File: src/rtl/bat_pkg.sv
`timescale 1ns / 1ps
package bat_pkg;

  typedef enum logic [1:0] {
    ACT_MALLOC = 2'd0,
    ACT_CALLOC = 2'd1,
    ACT_FREE   = 2'd2,
    ACT_STATS  = 2'd3
  } action_t;

  typedef enum logic [2:0] {
    ST_OK       = 3'd0,
    ST_NO_SPACE = 3'd1,
    ST_OVERFLOW = 3'd2,
    ST_BAD_FREE = 3'd3,
    ST_NULL     = 3'd4,
    ST_FULL     = 3'd5
  } status_t;

  localparam int unsigned CFG_HEAP_BYTES = 0;
  localparam int unsigned CFG_HEAP_BASE  = 1;
  localparam logic [31:0] HEAP_BYTES_RESET = 32'd8388608;
  localparam logic [31:0] HEAP_BASE_RESET  = 32'd65536;

  typedef struct packed {
    logic [1:0]  action;
    logic [31:0] byte_count;
    logic [31:0] element_count;
    logic [31:0] free_address;
  } in_item_t;

  typedef struct packed {
    logic [31:0] granted_address;
    logic [2:0]  status;
    logic [6:0]  active_count;
    logic [63:0] total_count;
    logic [63:0] fail_count;
    logic [31:0] active_bytes;
    logic [63:0] total_bytes;
    logic [63:0] fail_bytes;
    logic [31:0] lowest_address;
    logic [31:0] highest_address;
  } out_item_t;

  // Token that travels down the cell chain.
  typedef struct packed {
    logic        go;       // token present
    logic        is_free;  // 1: look for address, 0: look for empty slot
    logic        done;     // an earlier cell already took it
    logic [31:0] addr;     // address to match or to store
    logic [31:0] bytes;    // size to store / size found
  } tok_t;

endpackage

File: src/rtl/bat_cell.sv
`timescale 1ns / 1ps
module bat_cell (
  input  logic          clk,
  input  logic          rst_n,
  input  bat_pkg::tok_t tok_in,
  output bat_pkg::tok_t tok_out
);

  logic        valid_r;
  logic [31:0] addr_r;
  logic [31:0] bytes_r;
  bat_pkg::tok_t tok_r;
  bat_pkg::tok_t tok_nxt;
  logic hit;

  always_comb begin
    hit = tok_in.go && !tok_in.done &&
          (tok_in.is_free ? (valid_r && addr_r == tok_in.addr) : !valid_r);
    tok_nxt = tok_in;
    if (hit) begin
      tok_nxt.done = 1'b1;
      if (tok_in.is_free) tok_nxt.bytes = bytes_r;
    end
  end

  always_ff @(posedge clk) begin
    if (!rst_n) begin
      valid_r  <= 1'b0;
      tok_r.go <= 1'b0;
    end else begin
      tok_r <= tok_nxt;
      if (hit) valid_r <= !tok_in.is_free;
    end
    if (hit && !tok_in.is_free) begin
      addr_r  <= tok_in.addr;
      bytes_r <= tok_in.bytes;
    end
  end

  assign tok_out = tok_r;

endmodule

File: config.mk
export PLATFORM = sky130hd
export DESIGN_NAME = bat_cell
export DESIGN_NICKNAME = d
export VERILOG_FILES = /design/src/rtl/bat_pkg.sv /design/src/rtl/bat_cell.sv
export SDC_FILE = /design/constraint.sdc
export NUM_CORES = 1
export LEC_CHECK = 0
export ABC_AREA = 1
export BUFFER_PORTS_ARGS = -buffer_cell sky130_fd_sc_hd__buf_2
export CAP_MARGIN = 20
export CORE_ASPECT_RATIO = 0.9
export CORE_MARGIN = 5
export CORE_UTILIZATION = 50
export CTS_BUF_LIST = sky130_fd_sc_hd__clkbuf_4 sky130_fd_sc_hd__clkbuf_8 sky130_fd_sc_hd__clkbuf_16
export CTS_CLUSTER_SIZE = 16
export DETAILED_ROUTE_END_ITERATION = 10
export GPL_ROUTABILITY_DRIVEN = 1
export PLACE_DENSITY = 0.76
export SYNTH_ARGS = -nofsm -noshare
export SYNTH_HDL_FRONTEND = slang
export SYNTH_SLANG_ARGS = --single-unit
File: constraint.sdc
create_clock -name clk -period 11.1 [get_ports clk]
set_input_delay 0.555 -clock clk [delete_from_list [all_inputs] [get_ports clk]]
set_output_delay 0.555 -clock clk [all_outputs]
set_load 0.02 [all_outputs]
==> results of run 1 <==
==> kinds of logic (layout without fill, tap and decap cells) <==
logic type / after synthesis / count (layout)
flops: 132 / 132
xor+xnor: 9 / 9
compound gates: 37 / 37
simple gates: 127 / 127
buf+inv: 92 / 254
==> power breakdown <==
group | total, mW | switching (mW) | internal (mW)
Combinational | 0.0939 | 0.0624 | 0.0314
Sequential | 0.587 | 0.00747 | 0.579
Clock | 0.550 | 0.194 | 0.356
Total | 1.23 | 0.264 | 0.967
==> state kept, by name, summed over array words and instances, names as in the netlist <==
name     flops
bytes_r     32
valid_r      1
tok_out     67
addr_r      32
==> per-stage QoR <==
step	power, mW	cells	area (µm²)
2_1_floorplan	0.644	397	5150
3_3_place_gp	0.687	657	5950
3_5_place_dp	0.692	657	5950
4_1_cts	1.24	688	6530
5_1_grt	1.28	688	6530
6_report	1.23	688	6530
==> cell type report <==
cell class | count | share of cell area
Sequential cell | 132 | 0.604
Multi-Input combinational cell | 173 | 0.126
Timing Repair Buffer | 138 | 0.107
Clock buffer | 20 | 0.0686
Inverter | 85 | 0.0489
Tap cell | 129 | 0.0247
Clock inverter | 11 | 0.0209
==> path summary, 6_finish.rpt <==
kind | endpoint | depth (start not counted) | from
max | tok_out[3]$_DFFE_PP_ | 8 | addr_r[19]$_DFFE_PP_
min | bytes_r[23]$_DFFE_PP_ | 1 | tok_in[23]
max reg2reg | tok_out[3]$_DFFE_PP_ | 8 | addr_r[19]$_DFFE_PP_
min reg2reg | valid_r$_SDFFE_PN0P_ | 2 | valid_r$_SDFFE_PN0P_
==> worst max-delay path, stage by stage (launching register included) <==
cell      delay [ps]
edfxtp_1         380
or2_0            260
nand2_1           80
nor2_1            40
nand2_1           70
nor2_1            50
nand3_2           70
buf_4            540
o21ai_0          190
==> metal layers <==
metal  global-route usage  vias up  part of all wire
li1                     -     1597                 -
met1                0.193     1487              0.39
met2                0.292       90              0.54
met3               0.0450       19             0.052
met4               0.0901        0             0.025
met5                    0        -                 0
==> Yosys cell counts <==
| cell type | instances |
|---|---|
| nand4_1 | 2 |
| clkbuf_2 | 1 |
| nor2_1 | 13 |
| nand3_1 | 1 |
| o21ai_1 | 17 |
| buf_6 | 5 |
| edfxtp_1 | 130 |
| nor3_1 | 1 |
| o21ai_0 | 5 |
| inv_1 | 82 |
| dfxtp_1 | 2 |
| nor2_2 | 2 |
| a21oi_1 | 1 |
| clkinv_1 | 1 |
| nand3_2 | 1 |
| nand2_1 | 103 |
| xnor2_1 | 9 |
| or2_1 | 3 |
| or2_0 | 1 |
| buf_2 | 1 |
| o22ai_1 | 1 |
| inv_2 | 2 |
| o21ai_2 | 13 |
==> metrics.md, run 1 <==
| Metric | Value |
|---|---|
| Status | finished clean |
| Largest area contributor in the netlist | edfxtp_1 |
| RSZ-0062 raised after global routing | false |
| Clk buf depth | 2 |
| Worst hold slack | 338 ps |
| Drt wl/cell | 14.7 µm |
| Yosys warns | 0 |
| Setup-failing EPs final | 0 |
| Initial antenna violation count | 0 |
| I/O pin cnt | 136 |
| Synth Area in Simple Gates | 0.0982 |
| Antenna Violating Nets Remaining | 0 |
| Max-cap violation count | 0 |
| Die Wd | 117 µm |
| Synth top area share | 0.758 |
| Mapped Area | 5150 µm² |
| Post-CTS Setup Repair Bufs | 0 |
| Worst Tran Pin Value | 908 ps |
| Most common cell after layout, fill and taps aside | buf_2 |
| Hold Vio Cnt, Final | 0 |
| Total track usage | 0.170 |
| Gpl congestion | 0.804 |
| Final Cycle Share | 0.180 |
| Multi-input logic area | 825 µm² |
| DRC errors left | 0 |
| Global-route wire length before repair | 15800 µm |
| Initial Utilization | 0.507 |
| 1st-pass router iterations | 5 |
| Max Slew Vio Count | 0 |
| Number of global-route vias before repair | 3306 |
| CP Capture Type | flip-flop |
| Mux contribution to synthesized area | 0 |
| CTS tree | done |
| Post-synthesis cell type count | 23 |
| Sink Count | 132 |
| Fin nets | 616 |
| Via count | 3193 |
| CP required | 11210 ps |
| Number of synthesized register bits | 132 |
| Setup TNS | 0 ps |
| Cell Rows | 35 |
| Worst slack, placed | 8800 ps |
| Clock Skew | 8.16 ps |
| Post-CTS sizing | 0 |
| Share of cells above drive strength 1 | 0.335 |
| Worst-path fanout max | 66 |
| First DRT Iteration DRCs | 275 |
| Full die area | 12400 µm² |
| Core region area | 10200 µm² |
| Highest-count cells in the layout ignoring fill and taps | buf_2, edfxtp_1, nand2_1 |
| Peak VDD IR | 0.112 mV |
| Hold Crit Class | in2reg |
| Crit Path Category | reg2reg |
| FF+latch area | 3940 µm² |
| Final worst path period need | 1990 ps |
| Seq/Total Area, Yosys | 0.766 |
| Synth Instances | 397 |
| Largest family of logic cells by synthesized area | simple AND/OR/NAND/NOR gates |
| Clock Pin Slew Worst Setup and Hold Paths | 60 ps |
| Worst Slack Setup Final | 9110 ps |
| Critical Path AT | 2110 ps |
| Top cells by area, synth | edfxtp_1, nand2_1, inv_1 |
| Crit start category | flip-flop |
| PortBufs | 135 |
| Syn_nets | 466 |
| Total gr overflow | 0 |
| Area Overhead vs Synth | 26.9% |
| Worst slew margin | 0.395 |
| Avg Vias per Cell | 4.64 |
| H-tree Lvls | 4 |
| ANT cells | 0 |
| Hold_buf cts | 0 |
| Final HPWL DP | 6800 µm |
| Reg-to-reg slack, setup | 9110 ps |
| Clock Tree Root | clkbuf_16 |
| Largest net degree at the start of global routing | 69 |
| Fillers | 787 |
| Achievable clock frequency | 501 MHz |
| Worst-skew pair later-pin latency | 410 ps |
| Adder-Cell Fraction of Synth Area | 0 |
| Die Span Y | 106 µm |
| Syn Area/Cell | 13.0 µm² |
| Cts bufs inserted | 17 |
| Leak | 2.94 nW |
| Post-synthesis xor/xnor area fraction | 0.0153 |
| Util after Layout | 0.643 |
| Power density cells | 188 nW/µm² |
| Final wirelength | 10100 µm |
| Synth Area in Compound Gates | 0.0457 |
(Power assumes the default switching activity.)
==> inputs of run 2 (changes only) <==
==> constraint.sdc (replaced) <==
create_clock -name clk -period 1.9 [get_ports clk]
set_input_delay 0.095 -clock clk [delete_from_list [all_inputs] [get_ports clk]]
set_output_delay 0.095 -clock clk [all_outputs]
set_load 0.02 [all_outputs]
==> run 2 against run 1 <==
  * Clock skew is 2.3 ps higher
  * Sequential power grew to 5.8 times the previous value
  * Critical endpoint is now tok_out[22]$_DFFE_PP_
  * Cell count is 10% higher
  * Clock-buffer cell count is 3 lower
  * Critical path type unchanged
  * Highest routed layer unchanged
==> metrics.md, run 2 (same netlist as run 1, synthesis figures left out) <==
| Metric | Value |
|---|---|
| Status | finished clean |
| Avg Vias per Cell | 4.64 |
| Largest net degree at the start of global routing | 69 |
| Worst Slack Setup Final | 134 ps |
| Die Wd | 117 µm |
| ANT cells | 0 |
| Initial antenna violation count | 0 |
| Worst-path fanout max | 16 |
| Clock Tree Root | clkbuf_16 |
| CTS tree | done |
| Cts bufs inserted | 17 |
| Via count | 3520 |
| Highest-count cells in the layout ignoring fill and taps | buf_2, edfxtp_1, nand2_1 |
| Post-CTS Setup Repair Bufs | 0 |
| PortBufs | 135 |
| Finished Layout Cells | 758 |
| Global-route wire length before repair | 17700 µm |
| Final HPWL DP | 6880 µm |
| Peak VDD IR | 0.687 mV |
| Total track usage | 0.189 |
| Crit Path Category | reg2reg |
| Share of cells above drive strength 1 | 0.308 |
| First DRT Iteration DRCs | 187 |
| Clock Pin Slew Worst Setup and Hold Paths | 60 ps |
| Full die area | 12400 µm² |
| Leak | 3.27 nW |
| Final worst path period need | 1770 ps |
| I/O pin cnt | 136 |
| Worst Tran Pin Value | 440 ps |
| Core region area | 10200 µm² |
| CP required | 2050 ps |
| Hold Vio Cnt, Final | 0 |
| Initial Utilization | 0.507 |
| Critical Path AT | 1910 ps |
| Worst slack, placed | 147 ps |
| Drt wl/cell | 15.6 µm |
| Clk buf depth | 2 |
| Fin nets | 685 |
| DP Cell Count | 658 |
| H-tree Lvls | 4 |
| Achievable clock frequency | 566 MHz |
| Gpl congestion | 0.756 |
| Power density cells | 1020 nW/µm² |
| Worst hold slack | 49.5 ps |
| CP Capture Type | flip-flop |
| Antenna Violating Nets Remaining | 0 |
| Most common cell after layout, fill and taps aside | buf_2 |
| Clock Skew | 10.4 ps |
| Worst slew margin | 0.707 |
| DRC errors left | 0 |
| Setup-failing EPs final | 0 |
| Max-cap violation count | 0 |
| Number of global-route vias before repair | 3684 |
| Sink Count | 132 |
| Total gr overflow | 0 |
| Worst-skew pair later-pin latency | 400 ps |
| Final wirelength | 11800 µm |
| Max Slew Vio Count | 0 |
| Die Span Y | 106 µm |
| Area Overhead vs Synth | 42.4% |
| Cell Rows | 35 |
| Final Cycle Share | 0.929 |
| Hold Crit Class | in2reg |
| Max reg flops | 67 |
| RSZ-0062 raised after global routing | false |
| 1st-pass router iterations | 4 |
| Crit start category | flip-flop |
-- run 2: changes by cell type in the layout (fill, tap and decap cells not counted), sizes merged --
| cell | before | now |
|---|---|---|
| clkbuf | 20 | 19 |
| inv | 84 | 90 |
| clkinv | 6 | 4 |
| dlygate4sd3 | 0 | 66 |
| buf | 138 | 139 |
-- run 2: report_power, final --
group / switching, mW / internal (mW)
registers: 0.0474 / 3.38
clock network: 1.31 / 2.10
logic: 0.393 / 0.277
-- run 2: cell type report --
class                      instances  area, µm²
clock inverter                    15        194
inverter                          85        319
timing repair buffer             207       1440
tap                              129        161
sequential                       132       3950
clock buffer                      17        425
fill                             717       2830
multi-input combinational        173        846
-- run 2: final timing paths --
check                             from                         to  slack, ps  depth (start not counted)
setup / recovery  addr_r[23]$_DFFE_PP_      tok_out[22]$_DFFE_PP_        130                          9
setup reg to reg  addr_r[23]$_DFFE_PP_      tok_out[22]$_DFFE_PP_        130                          9
hold / removal              tok_in[64]  tok_out[64]$_SDFFCE_PP1P_         50                          3
hold reg to reg   valid_r$_SDFFE_PN0P_       valid_r$_SDFFE_PN0P_        500                          2
-- run 2: repair_timing --
action	in CTS	in global routing
gates resized for setup	0	3
endpoints found under the setup margin	0	32
endpoints found under the hold margin	116	0
hold buffers	66	0
-- run 2: critical path, cell delays in order, from the launching register on --
cell,delay [ps]
edfxtp_1,380
xnor2_1,150
nand2_1,80
nor2_1,170
nand2_1,90
nor2_2,160
nand3_4,140
clkbuf_16,210
nand2_1,70
o21ai_1,60
-- run 2: metal layers --
metal | up-vias | track usage | routed length, µm
met5 | - | 0 | 0
met4 | 0 | 0.0713 | 250
met3 | 19 | 0.0615 | 580
met2 | 101 | 0.336 | 6300
met1 | 1663 | 0.208 | 4700
li1 | 1737 | - | -
-- run 2: metrics by stage --
step | area [µm²] | utilization | power (mW) | TNS [ps]
after global routing | 7330 | 0.722 | 7.78 | 0
after CTS | 7270 | 0.715 | 7.53 | 0
after global placement | 5990 | 0.589 | 4.02 | 0
after detailed placement | 5990 | 0.589 | 4.04 | 0
final | 7330 | 0.722 | 7.51 | 0
after floorplan | 5160 | - | 3.76 | -28770
==> inputs of run 3 (changes only) <==
--- a/config.mk
+++ b/config.mk
@@ -6,7 +6,6 @@
 export NUM_CORES = 1
 export LEC_CHECK = 0
 export ABC_AREA = 1
-export BUFFER_PORTS_ARGS = -buffer_cell sky130_fd_sc_hd__buf_2
 export CAP_MARGIN = 20
 export CORE_ASPECT_RATIO = 0.9
 export CORE_MARGIN = 5
@@ -14,8 +13,8 @@
 export CTS_BUF_LIST = sky130_fd_sc_hd__clkbuf_4 sky130_fd_sc_hd__clkbuf_8 sky130_fd_sc_hd__clkbuf_16
 export CTS_CLUSTER_SIZE = 16
 export DETAILED_ROUTE_END_ITERATION = 10
+export DONT_BUFFER_PORTS = 1
 export GPL_ROUTABILITY_DRIVEN = 1
-export PLACE_DENSITY = 0.76
 export SYNTH_ARGS = -nofsm -noshare
 export SYNTH_HDL_FRONTEND = slang
 export SYNTH_SLANG_ARGS = --single-unit
==> constraint.sdc (replaced) <==
create_clock -name clk -period 2.1 [get_ports clk]
set_input_delay 0.105 -clock clk [delete_from_list [all_inputs] [get_ports clk]]
set_output_delay 0.105 -clock clk [all_outputs]
set_load 0.02 [all_outputs]
==> run 3 against run 2 <==
  * Clock skew is essentially flat
  * Critical endpoint is now tok_out[2]$_DFFE_PP_
  * Clock power shrank 21%
  * Register-to-register slack gained 250 ps
  * Largest power group unchanged
  * Largest cell class unchanged
  * Total power shrank 17%
  * Core utilization shrank 7.7 points
==> metrics.md, run 3 (same netlist as run 1, synthesis figures left out) <==
| Metric | Value |
|---|---|
| Clock Skew | 10.3 ps |
| Largest net degree at the start of global routing | 68 |
| Critical Path AT | 1850 ps |
| I/O pin cnt | 136 |
| Hold-critical path depth | 3 |
| Hold Crit Class | in2reg |
| Global-route wire length before repair | 15500 µm |
| Avg Vias per Cell | 4.66 |
| Worst-skew pair later-pin latency | 400 ps |
| Max Used Layer | met4 |
| CTS tree | done |
| Cts bufs inserted | 17 |
| Post-CTS sizing | 0 |
| Power density cells | 955 nW/µm² |
| Setup TNS | 0 ps |
| Final HPWL DP | 5840 µm |
| Cell Rows | 35 |
| CP required | 2240 ps |
| Total track usage | 0.168 |
| Critical Path Most Common Cell | nand2_1 |
| Highest-count cells in the layout ignoring fill and taps | edfxtp_1, nand2_1, inv_1 |
| Worst Hold End | valid_r$_SDFFE_PN0P_ |
| Max reg flops | 67 |
| Max Slew Vio Count | 0 |
| Worst-path cell chain | inv_1 -> nand2_1 -> nand2_1 -> nand2_1 -> nor2_1 -> nand2_1 -> nor2_2 -> nand3_2 -> buf_12 -> nand2_1 -> o21ai_0 |
| Reg2reg start | addr_r[22]$_DFFE_PP_ |
| Clk buf depth | 2 |
| Initial antenna violation count | 0 |
| Crit path buffers/inverters | 2 |
| Core region area | 10200 µm² |
| Status | finished clean |
| Final Cycle Share | 0.815 |
| Worst Tran Pin Value | 341 ps |
| Achievable clock frequency | 584 MHz |
| Fin nets | 550 |
| Number of global-route vias before repair | 3055 |
| Peak VDD IR | 0.604 mV |
| Tot Pwr | 6.25 mW |
| Via count | 2892 |
| CP Capture Type | flip-flop |
| Most common cell after layout, fill and taps aside | edfxtp_1 |
| Sink Count | 132 |
| Worst slew margin | 0.773 |
| Max-cap violation count | 0 |
| Reg-to-reg slack, setup | 390 ps |
| Full die area | 12400 µm² |
| Crit-path slowest cell | edfxtp_1 |
| Clock Pin Slew Worst Setup and Hold Paths | 50 ps |
| ANT cells | 0 |
| RSZ-0062 raised after global routing | false |
| Final wirelength | 9680 µm |
| Share of cells above drive strength 1 | 0.0998 |
| Start point of the critical path | addr_r[22]$_DFFE_PP_ |
| Crit start category | flip-flop |
| Die Span Y | 106 µm |
| Antenna Violating Nets Remaining | 0 |
| Crit Reg-Reg Endpoint | tok_out[2]$_DFFE_PP_ |
| Clock Tree Root | clkbuf_16 |
| Setup-failing EPs final | 0 |
| Wl on met1 | 4010 µm |
| Initial Utilization | 0.507 |
| Leak | 2.70 nW |
| Beginning of the worst hold path | rst_n |
| DP Cell Count | 522 |
| H-tree Lvls | 4 |
| Area Overhead vs Synth | 27.2% |
| Worst-path fanout max | 66 |
| Crit Path Category | reg2reg |
| WL met3 | 776 µm |
| Total gr overflow | 0 |
| Fillers | 750 |
| Finished Layout Cells | 620 |
| R2R cell count | 11 |
| PortBufs | 0 |
| DRC errors left | 0 |
| 1st-pass router iterations | 4 |
| Met2 Wirelength | 4760 µm |
| CP delay by family, top | simple AND/OR/NAND/NOR gates |
| First DRT Iteration DRCs | 241 |
| Die Wd | 117 µm |
| CP peak stage delay | 380 ps |
| Hold Vio Cnt, Final | 0 |
| Final worst path period need | 1710 ps |
| Gpl congestion | 0.725 |
| Drt wl/cell | 15.6 µm |
## run 3: changes by cell type in the layout (fill, tap and decap cells not counted), sizes merged
cell | previous run | this run
buf | 139 | 4
inv | 90 | 84
clkinv | 4 | 8
clkinvlp | 3 | 0
dlygate4sd3 | 66 | 68
bufinv | 3 | 2
clkbuf | 19 | 20
## run 3: how the worst max path moves through the flow
stage | endpoint | slack [ps] | depth (start not counted)
finish | tok_out[2]$_DFFE_PP_ | 390 | 11
global route | tok_out[17]$_DFFE_PP_ | 190 | 9
CTS | tok_out[2]$_DFFE_PP_ | 380 | 11
detailed placement | tok_out[2]$_DFFE_PP_ | 380 | 11
global placement | tok_out[1]$_DFFE_PP_ | 420 | 9
floorplan | tok_out[64]$_SDFFCE_PP1P_ | -260 | 3
## run 3: repair_timing
action / CTS / global route
endpoints found under the hold margin: 198 / 0
buffers inserted: 0 / 0
hold buffers: 69 / 0
## run 3: per-layer routing
metal,vias to the layer above,track usage
li1,1466,-
met1,1320,0.198
met2,98,0.269
met3,8,0.0808
met4,0,0.0565
met5,-,0
## run 3: stage by stage
stage	hold WS [ps]	setup WS (ps)	cell area, µm²	util
6_report	85.0	388	6550	0.645
5_1_grt	103	192	6550	0.645
4_1_cts	79.7	377	6550	0.645
3_5_place_dp	204	383	5300	0.522
3_3_place_gp	204	418	5300	0.522
2_1_floorplan	198	-257	5160	-
## run 3: cell type report
cell class	instances	area, µm²	share of cell area
inverter	85	319	0.0487
clock inverter	9	90.1	0.0138
timing repair buffer	72	756	0.115
multi-input combinational	173	831	0.127
clock buffer	20	448	0.0684
tap	129	161	0.0246
sequential	132	3950	0.602
## run 3: power by group
part / switching (mW) / leakage (nW) / internal (mW)
clock network: 0.965 / 0.270 / 1.74
registers: 0.187 / 1.25 / 3.07
logic: 0.143 / 1.18 / 0.149
## run 3: worst register-to-register path: cells and delay by family (launching register included)
family / cells / cell delay, ps
AO/OA/AOI/OAI: 1 / 70
AND/OR/NAND/NOR: 8 / 740
buffers and inverters: 2 / 270
flip-flops: 1 / 380
